**config.mk**
```make
export PLATFORM = sky130hd
export DESIGN_NAME = polyline_unit_normal_stream_core
export DESIGN_NICKNAME = d
export VERILOG_FILES = /design/src/pnu_pkg.sv /design/src/polyline_unit_normal_stream_core.sv /design/src/pnu_sqmag.sv /design/src/pnu_isqrt.sv /design/src/pnu_div.sv
export SDC_FILE = /design/constraint.sdc
export NUM_CORES = 2
export LEC_CHECK = 0
export BUFFER_PORTS_ARGS = -buffer_cell sky130_fd_sc_hd__buf_2
export CAP_MARGIN = 20
export CORE_MARGIN = 2
export CORE_UTILIZATION = 24
export DETAILED_ROUTE_END_ITERATION = 12
export HOLD_SLACK_MARGIN = 0.06
export PLACE_DENSITY = 0.35
export SLEW_MARGIN = 30
export SYNTH_ARGS = -nofsm -noshare
export SYNTH_HDL_FRONTEND = slang
export SYNTH_HIERARCHICAL = 1
export SYNTH_SLANG_ARGS = --single-unit
```
**constraint.sdc**
```tcl
create_clock -name clk -period 9.2 [get_ports clk]
set_input_delay 1.38 -clock clk [delete_from_list [all_inputs] [get_ports clk]]
set_output_delay 1.38 -clock clk [all_outputs]
set_load 0.02 [all_outputs]
```
**src/pnu_pkg.sv**
```systemverilog
// Shared constants and types for the polyline unit normal stream core.
`default_nettype none

package pnu_pkg;

	// Field widths
	localparam int COORD_WIDTH      = 24;
	localparam int NORMAL_FRAC_BITS = 15;
	localparam int OUT_WIDTH        = 16;

	// Stream packing
	localparam int S_TDATA_BITS  = 2 * COORD_WIDTH;
	localparam int S_TDATA_WIDTH = ((S_TDATA_BITS + 7) / 8) * 8;
	localparam int M_TDATA_BITS  = 2 * OUT_WIDTH;
	localparam int M_TDATA_WIDTH = ((M_TDATA_BITS + 7) / 8) * 8;

	// Magnitude of a neighbor difference can reach 2^COORD_WIDTH - 1
	localparam int MAG_WIDTH = COORD_WIDTH + 1;

	// The larger normalized magnitude lies in [2^30, 2^31)
	localparam int NORM_BITS     = 31;
	localparam int NIN_WIDTH     = (MAG_WIDTH > NORM_BITS) ? MAG_WIDTH : NORM_BITS;
	localparam int SUM_WIDTH     = 2 * NORM_BITS + 1;
	localparam int MUL_CNT_WIDTH = $clog2(NORM_BITS);

	// Square root works on a 64-bit radicand, giving a 32-bit root
	localparam int ROOT_BITS  = 32;
	localparam int SQRT_WIDTH = 2 * ROOT_BITS;

	// Divider: quotient never exceeds 2^NORMAL_FRAC_BITS
	localparam int QUO_WIDTH     = NORMAL_FRAC_BITS + 1;
	localparam int DIV_WIDTH     = ROOT_BITS + NORMAL_FRAC_BITS + 1;
	localparam int DIV_CNT_WIDTH = $clog2(QUO_WIDTH);

	// Saturation limits of the Q1.F components
	localparam int ONE_INT     = 1 << NORMAL_FRAC_BITS;
	localparam int POS_CAP_INT = (ONE_INT < 32767) ? ONE_INT : 32767;
	localparam int NEG_CAP_INT = (ONE_INT < 32768) ? ONE_INT : 32768;

	typedef struct packed {
		logic signed [OUT_WIDTH-1:0] normal_x;
		logic signed [OUT_WIDTH-1:0] normal_y;
		logic                        degenerate;
		logic                        last_normal;
	} result_t;

endpackage

`default_nettype wire

```
**src/polyline_unit_normal_stream_core.sv**
```systemverilog
// A zero normal passes through the pending result register and the emit state to the output register.
// An interior normal passes through the normalizing shifts, 31 serial square steps, 32 square-root
// steps and 16 divide steps before it reaches the pending result register and the emit state.
// One point is in work at a time; a new point is taken once the prior results are queued.
// The output register holds one result, so input is taken while a result waits.
// Reset (arst_n low, asynchronous) empties the point history and drops any pending result.
`default_nettype none

module polyline_unit_normal_stream_core (
	input  wire logic                              clk,
	input  wire logic                              arst_n,
	input  wire logic                              s_tvalid,
	output logic                                   s_tready,
	// point_x [23:0], point_y [47:24]
	input  wire logic [pnu_pkg::S_TDATA_WIDTH-1:0] s_tdata,
	// last_point
	input  wire logic                              s_tlast,
	output logic                                   m_tvalid,
	input  wire logic                              m_tready,
	// normal_x [15:0], normal_y [31:16]
	output logic [pnu_pkg::M_TDATA_WIDTH-1:0]      m_tdata,
	// degenerate
	output logic                                   m_tuser,
	// last_normal
	output logic                                   m_tlast
);
	import pnu_pkg::*;

	typedef enum logic [4:0] {
		ST_IDLE = 5'b00001,
		ST_MAG  = 5'b00010,
		ST_ROOT = 5'b00100,
		ST_DIV  = 5'b01000,
		ST_EMIT = 5'b10000
	} state_t;

	localparam logic [1:0] SEEN_NONE = 2'd0;
	localparam logic [1:0] SEEN_ONE  = 2'd1;
	localparam logic [1:0] SEEN_TWO  = 2'd2;

	localparam int MAG_OUT_WIDTH = OUT_WIDTH + 1;
	localparam logic [QUO_WIDTH-1:0] POS_CAP = QUO_WIDTH'(POS_CAP_INT);
	localparam logic [QUO_WIDTH-1:0] NEG_CAP = QUO_WIDTH'(NEG_CAP_INT);
	localparam result_t ZERO_LAST = '{normal_x: '0, normal_y: '0, degenerate: 1'b0,
		last_normal: 1'b1};

	state_t                        state_q;
	logic [1:0]                    seen_q;
	logic signed [COORD_WIDTH-1:0] older_x_q, older_y_q, newer_x_q, newer_y_q;
	logic                          tail_q;
	logic                          nx_neg_q, ny_neg_q;
	result_t                       res_q, out_q;
	logic                          out_valid_q;

	logic                          accept, out_free;
	logic signed [COORD_WIDTH-1:0] px, py;
	logic signed [MAG_WIDTH-1:0]   dx, dy;
	logic [MAG_WIDTH-1:0]          abs_dx, abs_dy;
	logic                          flat, start_mag;

	logic                          sq_done, rt_done, divx_done, divy_done;
	logic [SUM_WIDTH-1:0]          sq_sum;
	logic [NORM_BITS-1:0]          a_norm, b_norm;
	logic [ROOT_BITS-1:0]          root;
	logic [QUO_WIDTH-1:0]          quo_x, quo_y;

	function automatic logic [OUT_WIDTH-1:0] signed_comp(logic [QUO_WIDTH-1:0] q, logic neg);
		logic [QUO_WIDTH-1:0]     capped;
		logic [MAG_OUT_WIDTH-1:0] mag;
		if (neg) begin
			capped = (q > NEG_CAP) ? NEG_CAP : q;
		end else begin
			capped = (q > POS_CAP) ? POS_CAP : q;
		end
		mag = MAG_OUT_WIDTH'(capped);
		return neg ? OUT_WIDTH'(-mag) : OUT_WIDTH'(mag);
	endfunction

	assign s_tready = (state_q == ST_IDLE);
	assign accept   = s_tvalid && s_tready;
	assign out_free = !out_valid_q || m_tready;

	assign px     = s_tdata[COORD_WIDTH-1:0];
	assign py     = s_tdata[2*COORD_WIDTH-1:COORD_WIDTH];
	assign dx     = MAG_WIDTH'(px) - MAG_WIDTH'(older_x_q);
	assign dy     = MAG_WIDTH'(py) - MAG_WIDTH'(older_y_q);
	assign abs_dx = dx[MAG_WIDTH-1] ? MAG_WIDTH'(-dx) : MAG_WIDTH'(dx);
	assign abs_dy = dy[MAG_WIDTH-1] ? MAG_WIDTH'(-dy) : MAG_WIDTH'(dy);
	assign flat   = (abs_dx == '0) && (abs_dy == '0);

	assign start_mag = accept && (seen_q == SEEN_TWO) && !flat;

	pnu_sqmag u_sqmag (
		.clk    (clk),
		.arst_n (arst_n),
		.start  (start_mag),
		.a_in   (abs_dx),
		.b_in   (abs_dy),
		.done   (sq_done),
		.sum    (sq_sum),
		.a_norm (a_norm),
		.b_norm (b_norm)
	);

	pnu_isqrt u_isqrt (
		.clk      (clk),
		.arst_n   (arst_n),
		.start    (sq_done),
		.radicand (sq_sum),
		.done     (rt_done),
		.root     (root)
	);

	// normal_x comes from |dy|, normal_y from |dx|
	pnu_div u_div_x (
		.clk    (clk),
		.arst_n (arst_n),
		.start  (rt_done),
		.mag    (b_norm),
		.len    (root),
		.done   (divx_done),
		.quo    (quo_x)
	);

	pnu_div u_div_y (
		.clk    (clk),
		.arst_n (arst_n),
		.start  (rt_done),
		.mag    (a_norm),
		.len    (root),
		.done   (divy_done),
		.quo    (quo_y)
	);

	// control
	always_ff @(posedge clk or negedge arst_n) begin
		if (!arst_n) begin
			state_q <= ST_IDLE;
			seen_q  <= SEEN_NONE;
			tail_q  <= 1'b0;
		end else begin
			case (state_q)
				ST_IDLE: begin
					if (accept) begin
						case (seen_q)
							SEEN_NONE: begin
								tail_q  <= 1'b0;
								state_q <= ST_EMIT;
								if (!s_tlast) begin
									seen_q <= SEEN_ONE;
								end
							end
							SEEN_ONE: begin
								tail_q <= 1'b0;
								if (s_tlast) begin
									seen_q  <= SEEN_NONE;
									state_q <= ST_EMIT;
								end else begin
									seen_q <= SEEN_TWO;
								end
							end
							default: begin
								tail_q  <= s_tlast;
								state_q <= flat ? ST_EMIT : ST_MAG;
								if (s_tlast) begin
									seen_q <= SEEN_NONE;
								end
							end
						endcase
					end
				end
				ST_MAG: begin
					if (sq_done) begin
						state_q <= ST_ROOT;
					end
				end
				ST_ROOT: begin
					if (rt_done) begin
						state_q <= ST_DIV;
					end
				end
				ST_DIV: begin
					if (divx_done && divy_done) begin
						state_q <= ST_EMIT;
					end
				end
				ST_EMIT: begin
					if (out_free) begin
						if (tail_q) begin
							tail_q <= 1'b0;
						end else begin
							state_q <= ST_IDLE;
						end
					end
				end
				default: state_q <= ST_IDLE;
			endcase
		end
	end

	// point history and pending result
	always_ff @(posedge clk or negedge arst_n) begin
		if (!arst_n) begin
			older_x_q <= '0;
			older_y_q <= '0;
			newer_x_q <= '0;
			newer_y_q <= '0;
		end else if (accept && !s_tlast) begin
			if (seen_q == SEEN_NONE) begin
				newer_x_q <= px;
				newer_y_q <= py;
			end else begin
				older_x_q <= newer_x_q;
				older_y_q <= newer_y_q;
				newer_x_q <= px;
				newer_y_q <= py;
			end
		end
	end

	always_ff @(posedge clk) begin
		if (accept) begin
			nx_neg_q <= !dy[MAG_WIDTH-1];
			ny_neg_q <= dx[MAG_WIDTH-1];
			if (seen_q == SEEN_TWO) begin
				res_q <= '{normal_x: '0, normal_y: '0, degenerate: 1'b1, last_normal: 1'b0};
			end else begin
				res_q <= '{normal_x: '0, normal_y: '0, degenerate: 1'b0,
					last_normal: s_tlast};
			end
		end else if (state_q == ST_DIV && divx_done && divy_done) begin
			res_q <= '{normal_x: signed_comp(quo_x, nx_neg_q),
				normal_y: signed_comp(quo_y, ny_neg_q), degenerate: 1'b0, last_normal: 1'b0};
		end else if (state_q == ST_EMIT && out_free && tail_q) begin
			res_q <= ZERO_LAST;
		end
	end

	// output register
	always_ff @(posedge clk or negedge arst_n) begin
		if (!arst_n) begin
			out_valid_q <= 1'b0;
		end else if (state_q == ST_EMIT && out_free) begin
			out_valid_q <= 1'b1;
		end else if (m_tready) begin
			out_valid_q <= 1'b0;
		end
	end

	always_ff @(posedge clk) begin
		if (state_q == ST_EMIT && out_free) begin
			out_q <= res_q;
		end
	end

	assign m_tvalid = out_valid_q;
	assign m_tdata  = M_TDATA_WIDTH'({out_q.normal_y, out_q.normal_x});
	assign m_tuser  = out_q.degenerate;
	assign m_tlast  = out_q.last_normal;

endmodule

`default_nettype wire

```
**src/pnu_sqmag.sv**
```systemverilog
// Normalizes the difference magnitudes and forms a*a + b*b bit-serially.
`default_nettype none

module pnu_sqmag (
	input  wire logic                             clk,
	input  wire logic                             arst_n,
	input  wire logic                             start,
	input  wire logic [pnu_pkg::MAG_WIDTH-1:0]    a_in,
	input  wire logic [pnu_pkg::MAG_WIDTH-1:0]    b_in,
	output logic                                  done,
	output logic [pnu_pkg::SUM_WIDTH-1:0]         sum,
	output logic [pnu_pkg::NORM_BITS-1:0]         a_norm,
	output logic [pnu_pkg::NORM_BITS-1:0]         b_norm
);
	import pnu_pkg::*;

	typedef enum logic [2:0] {
		SQ_IDLE = 3'b001,
		SQ_NORM = 3'b010,
		SQ_MUL  = 3'b100
	} sq_state_t;

	sq_state_t                state_q;
	logic [NIN_WIDTH-1:0]     a_q, b_q;
	logic [NIN_WIDTH-1:0]     ab_or;
	logic [SUM_WIDTH-1:0]     ma_q, mb_q, acc_q;
	logic [NORM_BITS-1:0]     ra_q, rb_q;
	logic [MUL_CNT_WIDTH-1:0] cnt_q;
	logic                     done_q;
	logic                     too_big;

	assign ab_or   = a_q | b_q;
	assign too_big = (ab_or >> NORM_BITS) != '0;

	always_ff @(posedge clk or negedge arst_n) begin
		if (!arst_n) begin
			state_q <= SQ_IDLE;
			done_q  <= 1'b0;
		end else begin
			done_q <= 1'b0;
			case (state_q)
				SQ_IDLE: begin
					if (start) begin
						state_q <= SQ_NORM;
					end
				end
				SQ_NORM: begin
					if (!too_big && ab_or[NORM_BITS-1]) begin
						state_q <= SQ_MUL;
					end
				end
				SQ_MUL: begin
					if (cnt_q == MUL_CNT_WIDTH'(NORM_BITS - 1)) begin
						state_q <= SQ_IDLE;
						done_q  <= 1'b1;
					end
				end
				default: state_q <= SQ_IDLE;
			endcase
		end
	end

	always_ff @(posedge clk) begin
		case (state_q)
			SQ_IDLE: begin
				if (start) begin
					a_q <= NIN_WIDTH'(a_in);
					b_q <= NIN_WIDTH'(b_in);
				end
			end
			SQ_NORM: begin
				if (too_big) begin
					a_q <= a_q >> 1;
					b_q <= b_q >> 1;
				end else if (!ab_or[NORM_BITS-1]) begin
					a_q <= a_q << 1;
					b_q <= b_q << 1;
				end else begin
					ma_q  <= SUM_WIDTH'(a_q[NORM_BITS-1:0]);
					mb_q  <= SUM_WIDTH'(b_q[NORM_BITS-1:0]);
					ra_q  <= a_q[NORM_BITS-1:0];
					rb_q  <= b_q[NORM_BITS-1:0];
					acc_q <= '0;
					cnt_q <= '0;
				end
			end
			SQ_MUL: begin
				// one multiplier bit of each square per cycle
				acc_q <= acc_q + (ra_q[0] ? ma_q : '0) + (rb_q[0] ? mb_q : '0);
				ma_q  <= ma_q << 1;
				mb_q  <= mb_q << 1;
				ra_q  <= ra_q >> 1;
				rb_q  <= rb_q >> 1;
				cnt_q <= cnt_q + 1'b1;
			end
			default: ;
		endcase
	end

	assign done   = done_q;
	assign sum    = acc_q;
	assign a_norm = a_q[NORM_BITS-1:0];
	assign b_norm = b_q[NORM_BITS-1:0];

endmodule

`default_nettype wire

```
**src/pnu_isqrt.sv**
```systemverilog
// Restoring integer square root, one root bit per cycle.
`default_nettype none

module pnu_isqrt (
	input  wire logic                          clk,
	input  wire logic                          arst_n,
	input  wire logic                          start,
	input  wire logic [pnu_pkg::SUM_WIDTH-1:0] radicand,
	output logic                               done,
	output logic [pnu_pkg::ROOT_BITS-1:0]      root
);
	import pnu_pkg::*;

	logic [SQRT_WIDTH-1:0] s_q, r_q, bit_q;
	logic [SQRT_WIDTH-1:0] trial;
	logic                  busy_q, done_q;

	assign trial = r_q + bit_q;

	always_ff @(posedge clk or negedge arst_n) begin
		if (!arst_n) begin
			busy_q <= 1'b0;
			done_q <= 1'b0;
		end else begin
			done_q <= 1'b0;
			if (start) begin
				busy_q <= 1'b1;
			end else if (busy_q && bit_q[0]) begin
				busy_q <= 1'b0;
				done_q <= 1'b1;
			end
		end
	end

	always_ff @(posedge clk) begin
		if (start) begin
			s_q   <= SQRT_WIDTH'(radicand);
			r_q   <= '0;
			bit_q <= SQRT_WIDTH'(1) << (SQRT_WIDTH - 2);
		end else if (busy_q) begin
			if (s_q >= trial) begin
				s_q <= s_q - trial;
				r_q <= (r_q >> 1) + bit_q;
			end else begin
				r_q <= r_q >> 1;
			end
			bit_q <= bit_q >> 2;
		end
	end

	assign done = done_q;
	assign root = r_q[ROOT_BITS-1:0];

endmodule

`default_nettype wire

```
**src/pnu_div.sv**
```systemverilog
// Restoring divider lane: rounded (mag << F) / len, one quotient bit per cycle.
`default_nettype none

module pnu_div (
	input  wire logic                          clk,
	input  wire logic                          arst_n,
	input  wire logic                          start,
	input  wire logic [pnu_pkg::NORM_BITS-1:0] mag,
	input  wire logic [pnu_pkg::ROOT_BITS-1:0] len,
	output logic                               done,
	output logic [pnu_pkg::QUO_WIDTH-1:0]      quo
);
	import pnu_pkg::*;

	logic [DIV_WIDTH-1:0]     rem_q, dsr_q;
	logic [QUO_WIDTH-1:0]     quo_q;
	logic [DIV_CNT_WIDTH-1:0] cnt_q;
	logic                     busy_q, done_q;
	logic                     fits;

	assign fits = rem_q >= dsr_q;

	always_ff @(posedge clk or negedge arst_n) begin
		if (!arst_n) begin
			busy_q <= 1'b0;
			done_q <= 1'b0;
		end else begin
			done_q <= 1'b0;
			if (start) begin
				busy_q <= 1'b1;
			end else if (busy_q && cnt_q == DIV_CNT_WIDTH'(QUO_WIDTH - 1)) begin
				busy_q <= 1'b0;
				done_q <= 1'b1;
			end
		end
	end

	always_ff @(posedge clk) begin
		if (start) begin
			// half the divisor added up front rounds half up
			rem_q <= (DIV_WIDTH'(mag) << NORMAL_FRAC_BITS) + DIV_WIDTH'(len >> 1);
			dsr_q <= DIV_WIDTH'(len) << NORMAL_FRAC_BITS;
			quo_q <= '0;
			cnt_q <= '0;
		end else if (busy_q) begin
			if (fits) begin
				rem_q <= rem_q - dsr_q;
			end
			quo_q <= {quo_q[QUO_WIDTH-2:0], fits};
			dsr_q <= dsr_q >> 1;
			cnt_q <= cnt_q + 1'b1;
		end
	end

	assign done = done_q;
	assign quo  = quo_q;

endmodule

`default_nettype wire

```
======== Word level (Yosys, flattened, before mapping) ========
Cells that the tools add are included.
Widths: inputs -> output; s select.
storage, ports and cells
  flip-flop bits (word level) ............. 893
  latch bits .............................. 0
  RAM bits ................................ 0
  bits in read-only memories .............. 0
  output and inout bits ................... 36
  word-level logic and storage cells ...... 238
  memories ................................ 0
operators by class
  add/subtract/negate cells ............... 18
  $mul .................................... 0
  divide/modulo/power cells ............... 0
  $lt $le $gt $ge ......................... 7
  equality and inequality tests ........... 25
  shifts and indexed selects .............. 0
  muxes and demuxes ....................... 90
  bitwise gates (word level) .............. 2
  reduce and logical (&&, ||, !) cells .... 48
operators with widths
  kind                  count
  $mux 63               8
  $pmux 63 s2           3
  $mux 48               6
  $pmux 31 s2           4
  $mux 16               12
  $mux 47               4
  $mux 31               6
  $add 63x63->63        2
  $mux 34               3
  $ge 48x47->1          2
  $sub 48x47->48        2
  $add 46x31->47        2
  $add 63x63->64        1
  $add 64x63->64        1
  $ge 64x64->1          1
  $mux 64               1
  $sub 64x64->64        1
  $logic_not 25->1      2
  $mux 25               2
  $neg 25->25           2
  $sub 24x24->25        2
  $mux 5                9
  $gt 16x15->1 const B  2
  $gt 16x16->1 const B  2
  other kinds (38)      110

======== Depth between registers and ports, before layout ========
  word-level depth ........................ 9
  depth in mapped cells ................... 28
  gate-level depth less buffers ........... 25

======== Hierarchy ========
The synthesis kept the hierarchy.
by module, submodules not included
  module                            instances  cells each  area an instance (sq um)
  pnu_sqmag                         1          1,655       18,341.3
  pnu_div                           2          944         8,299.2
  pnu_isqrt                         1          1,918       15,082.0
  polyline_unit_normal_stream_core  1          1,403       12,435.7

======== Worst setup path after synthesis ========
OpenSTA, ideal clock, no wires.
  path kind ............................... reg2reg
  start point ............................. register u_isqrt.r_q[8]
  end point ............................... register u_isqrt.s_q[0], enable pin
  library setup time ...................... 571 ps
  data arrival time ....................... 8,876 ps
  required time ........................... 8,629 ps
  path slack .............................. -247 ps
  stages on the path, launching flop included .. 25
  buffers on the path ..................... 3
  clock period less this slack ............ 9,447 ps
  cell sequence ........................... dfxtp_1 > ha_1 > a31oi_1 > nor2_1 > o21ai_0 > nand3_1 > a31o_2 > a31o_2 > a31oi_1 > o21ai_0 > a21oi_1 > o21bai_1 > xnor2_1 > ha_1 > and3_1 > nand2_1 > nor2_1 > o21ai_0 > o21ai_0 > a211oi_2 > o31a_1 > buf_6 > buf_6 > buf_2 > o21ai_0
between the ends
  cells in the longest elaborated chain, start to end .. 4
ends and longest elaborated chain
  item                                RTL line         source
  from (decl)                         pnu_isqrt.sv:14  logic [SQRT_WIDTH-1:0] s_q, r_q, bit_q;
  from (signal assigned)              pnu_isqrt.sv:43  r_q <= (r_q >> 1) + bit_q;
  from (signal assigned)              pnu_isqrt.sv:45  r_q <= r_q >> 1;
  $add 64x63->64                      pnu_isqrt.sv:18  assign trial = r_q + bit_q;
  $ge 64x64->1                        pnu_isqrt.sv:41  if (s_q >= trial) begin
  $reduce_bool 2->1 (no source line)  n/a
  $reduce_and 2->1 (no source line)   n/a
  to (signal assigned)                pnu_isqrt.sv:37  s_q <= SQRT_WIDTH'(radicand);
  to (signal assigned)                pnu_isqrt.sv:42  s_q <= s_q - trial;
  to (decl)                           pnu_isqrt.sv:14
Every way passes these cells.
A chain may end at the register's enable or synchronous reset.

======== Worst setup path in the final report ========
  start point ............................. register u_isqrt.r_q[20]
  end point ............................... register u_isqrt.r_q[9]
between the ends
  cells in the longest elaborated chain, start to end .. 3
ends and longest elaborated chain
  item            RTL line
  $add 64x63->64  pnu_isqrt.sv:18
  $ge 64x64->1    pnu_isqrt.sv:41
  $mux 64         pnu_isqrt.sv:41
Every way passes these cells.

==> flow_summary_export.csv <==
group,metric,value,unit
setup_path,worstPathArrival,7.89,ns
logic_synthesis,postSynthRegisterBits,893,
timing,final-setup-viol-count,0,
power_and_ir_drop,power_per_cell_area,198.1,nW/um2
timing,max_slew.worst_pin.slew,0.9428,ns
logic_synthesis,ys.flop_type,"sky130_fd_sc_hd__edfxtp_1",
logic_synthesis,yosys.cell_count.top_type,"sky130_fd_sc_hd__nand2_1",
clock_tree,postCtsHoldBufs,0,
global_route,total_global_routing_track_utilization,15.99,%
placement,dp.final_hpwl,165700,um
setup_path,critical_path.endpoint_type,"flip-flop",
floorplan,die_h,514.1,um
timing,holdWs,0.4135,ns
global_route,grt_overflow,0,
floorplan,io_pins,89,
hold_path,hold_path_startpoint,"res_q[4]",
clock_tree,cts_repair_resize_count,0,
setup_path,slowest_stage,"sky130_fd_sc_hd__a2111oi_2",
clock_tree,clkLatencyLatePin,0.77,ns
detailed_routing,postRouteAntennaNets,0,
logic_synthesis,synth_largest_area_cell,"sky130_fd_sc_hd__edfxtp_1",
clock_tree,cts.sinks,893,
logic_synthesis,post_synth.cell_area_avg,9.099,um2
clock_tree,clk_root_buffer_cell,"sky130_fd_sc_hd__clkbuf_16",
logic_synthesis,synth-adder-area-share,9.716,%
cells_and_area,area.growth.synth_to_final,12.59,%
clock_tree,cts_tree,"done",
clock_tree,ctsHtreeMaxLevel,3,
detailed_routing,detail_route.vias_per_cell,4.865,
timing,final_min_period_over_clock_period,78.55,%
power_and_ir_drop,leakagePower,27.39,nW
timing,clock_skew,0.02709,ns
power_and_ir_drop,largest_vdd_supply_drop,0.1658,mV
logic_synthesis,synth_edf_count,611,
clock_tree,post_cts_setup_inserts,0,
global_route,grt_start_max_net_pins,128,
clock_tree,clkSlewWorstSetupHoldPaths,0.06,ns
timing,final-max-slew-violation-count,0,
detailed_routing,dr.pass1.iters,6,
setup_path,setup.worst_path.class,"flip-flop to flip-flop",
floorplan,start_util,24.09,%
logic_synthesis,post_synth_inst_count,6864,
global_route,wire_length_of_the_first_global_routing_pass,326500,um
setup_path,critical_path.n_buffers_inverters,2,
logic_synthesis,synthDominantCellAreaShare,29.38,%
floorplan,fp.dieW,514.1,um
logic_synthesis,mappedNetlistNets,7360,
setup_path,startpoint,"u_isqrt/r_q[20]",
placement,gp_congestion,0.8345,
logic_synthesis,netlist-cell-type-count,129,
setup_path,r2r_slack,1.97,ns
logic_synthesis,synth-simple-area-share,18.47,%
cells_and_area,fillers,27810,
setup_path,max_fanout_on_critical_path,68,
setup_path,cpLargestDelayFamily,"compound AO/OA/AOI/OAI gates",
logic_synthesis,yosys-top-cells-area,"sky130_fd_sc_hd__edfxtp_1 29%, sky130_fd_sc_hd__ha_1 7.5%, sky130_fd_sc_hd__nand2_1 6.2%, sky130_fd_sc_hd__dfxtp_1 5.4%, sky130_fd_sc_hd__dfrtp_1 4.5%",
floorplan,die_area,264300,um2
setup_path,cp.required,9.86,ns
cells_and_area,layoutNonFillerInstCount,10310,
global_route,grt_antenna_before_repair,15,
logic_synthesis,synth_compound_area_share,18.77,%
clock_tree,buffers_from_clock_root_to_sink_at_most,3,
timing,min_period,7.226,ns
global_route,first_global_vias,50190,
hold_path,hold_class,"flip-flop to flip-flop",
clock_tree,cts_inserted_buffers,114,
detailed_routing,drcViolationCount,0,
logic_synthesis,synth_mux_area_share,3.844,%
timing,final-hold-violation-count,0,
cells_and_area,drive_above_1_share,8.844,%
floorplan,rows,187,
logic_synthesis,ys.warnings.count,6,
detailed_routing,drt_first_iter_violations,3309,
placement,dp_cells,10090,
logic_synthesis,synth_common_cells,"1027 x sky130_fd_sc_hd__nand2_1, 611 x sky130_fd_sc_hd__edfxtp_1, 552 x sky130_fd_sc_hd__nor2_1",
timing,timing.slew.headroom,37.15,%
setup_path,worst_flop_to_flop_path_startpoint,"u_isqrt/r_q[20]",
timing,rsz0062_at_grt,"no",
flow_run,number_of_violations_of_the_max_capacitance_limit,0,
status,outcome,"complete, no violations",
cells_and_area,sequential_cell_area,24590,um2
logic_synthesis,postSynth.asyncResetShare,12.88,%
detailed_routing,vias,50140,
detailed_routing,route.final.wire_length,215700,um
logic_synthesis,synth.cell_area,62460,um2
logic_synthesis,seq_area_frac_synth,39.34,%
cells_and_area,multi_input_combinational_cell_area,35490,um2
logic_synthesis,synth_top_family_by_area,"compound AO/OA/AOI/OAI gates",
logic_synthesis,post_synth_xor_area_fraction,5.830,%
setup_path,crit_path_start_kind,"flip-flop",
setup_path,cell_chain_of_the_critical_path,"buf_4, ha_1, nand2_1, nor4_1, o21ai_1, a2111oi_2, o21bai_1, nand2_1, a221oi_2, o41a_1, xor2_1, ha_1, a21oi_1, o21ai_0, a21o_1, a221oi_1, o21ai_0, a21oi_1, o31a_2, buf_4, nor2_1, xnor2_1, a211oi_1",
placement,numPortBuffers,88,
floorplan,placeableCoreArea,259200,um2
timing,achievable-frequency,138.4,MHz
timing,final.setup.tns,0,ns
cells_and_area,nets,7297,
detailed_routing,drt-wirelength-per-cell,20.93,um
setup_path,worst_path_largest_cell_delay,0.69,ns
## area by class of cell
cell class | instances | area share (%)
well taps | 3402 | 6.053
multi-input cells | 5350 | 50.47
clock buffers | 155 | 4.639
clock inverters | 57 | 0.8523
inverters | 275 | 1.468
diodes | 7 | 0.02491
repair buffers | 167 | 1.532
flip-flops and latches | 893 | 34.96
## where the power goes
| part | internal [mW] | leakage, nW | switching [mW] |
|---|---|---|---|
| logic | 1.59 | 17.3 | 2.58 |
| registers | 4.80 | 8.18 | 0.257 |
| clock network | 2.73 | 1.89 | 1.98 |
| total | 9.12 | 27.4 | 4.81 |
## kinds of logic (layout without fill, tap and decap cells)
family / count (synthesis) / after routing
AND/OR/NAND/NOR: 2473 / 2473
AO/OA/AOI/OAI: 1793 / 1793
flip-flops: 893 / 893
buffers and inverters: 621 / 654
adder cells (fa/ha/maj): 443 / 443
XOR/XNOR: 414 / 414
multiplexers: 227 / 227
other: 0 / 7
## worst paths after layout
check,endpoint,depth (start not counted)
setup / recovery,u_isqrt/r_q[9],23
min in group asynchronous,u_div_y/done,1
hold / removal,m_tdata[18],0
max in group asynchronous,older_y_q[0],2
setup reg to reg,u_isqrt/r_q[9],23
hold reg to reg,m_tdata[18],0
## layer usage
metal	global-route usage, %	vias up	part of all wire [%]
met5	0	-	0
met4	3.103	0	1.8
met3	1.979	189	3.4
met2	26.09	782	46
met1	22.59	24430	49
li1	-	24740	-
## placed cells by master (no fill, tap or decap), drive strengths merged, types with 22 or more instances in the layout
master	netlist	final
nand2	1028	1028
edfxtp	611	611
nor2	552	552
o21ai	528	528
a21oi	432	432
ha	373	373
inv	272	273
xnor2	235	235
and2	186	186
xor2	179	179
dfxtp	167	167
buf	95	167
a21o	162	162
clkbuf	251	155
mux2i	124	124
and3	123	123
nand3	121	121
dfrtp	113	113
mux2	103	103
a31oi	102	102
nand4	96	96
nor3	95	95
fa	70	70
o21bai	70	70
a211oi	56	56
o21a	52	52
nor2b	44	44
clkinv	3	44
nand2b	43	43
or3	39	39
o31ai	38	38
o211ai	37	37
nor4	34	34
a221oi	33	33
a31o	31	31
and4	29	29
a311oi	28	28
or2	22	22
a21boi	22	22
## metrics by stage
stage | setup WS [ns] | cell area [um2] | utilization [%] | total power [mW]
after floorplan | 1.460 | 62460 | - | 7.974
after global placement | 1.168 | 66420 | 25.62 | 9.398
after detailed placement | 1.133 | 66420 | 25.62 | 9.397
after CTS | 1.971 | 70280 | 27.11 | 14.25
after global routing | 1.394 | 70310 | 27.12 | 14.77
final | 1.974 | 70320 | 27.13 | 13.93
## state kept, by name, summed over array words and instances (netlist names), 48 cells and up
name	cells
u_sqmag/ma_q	63
u_sqmag/sum	63
u_div_x/rem_q	48
u_isqrt/r_q	64
u_isqrt/s_q	64
u_div_y/rem_q	48
u_sqmag/mb_q	63
Power figures use the tool's default switching activity.
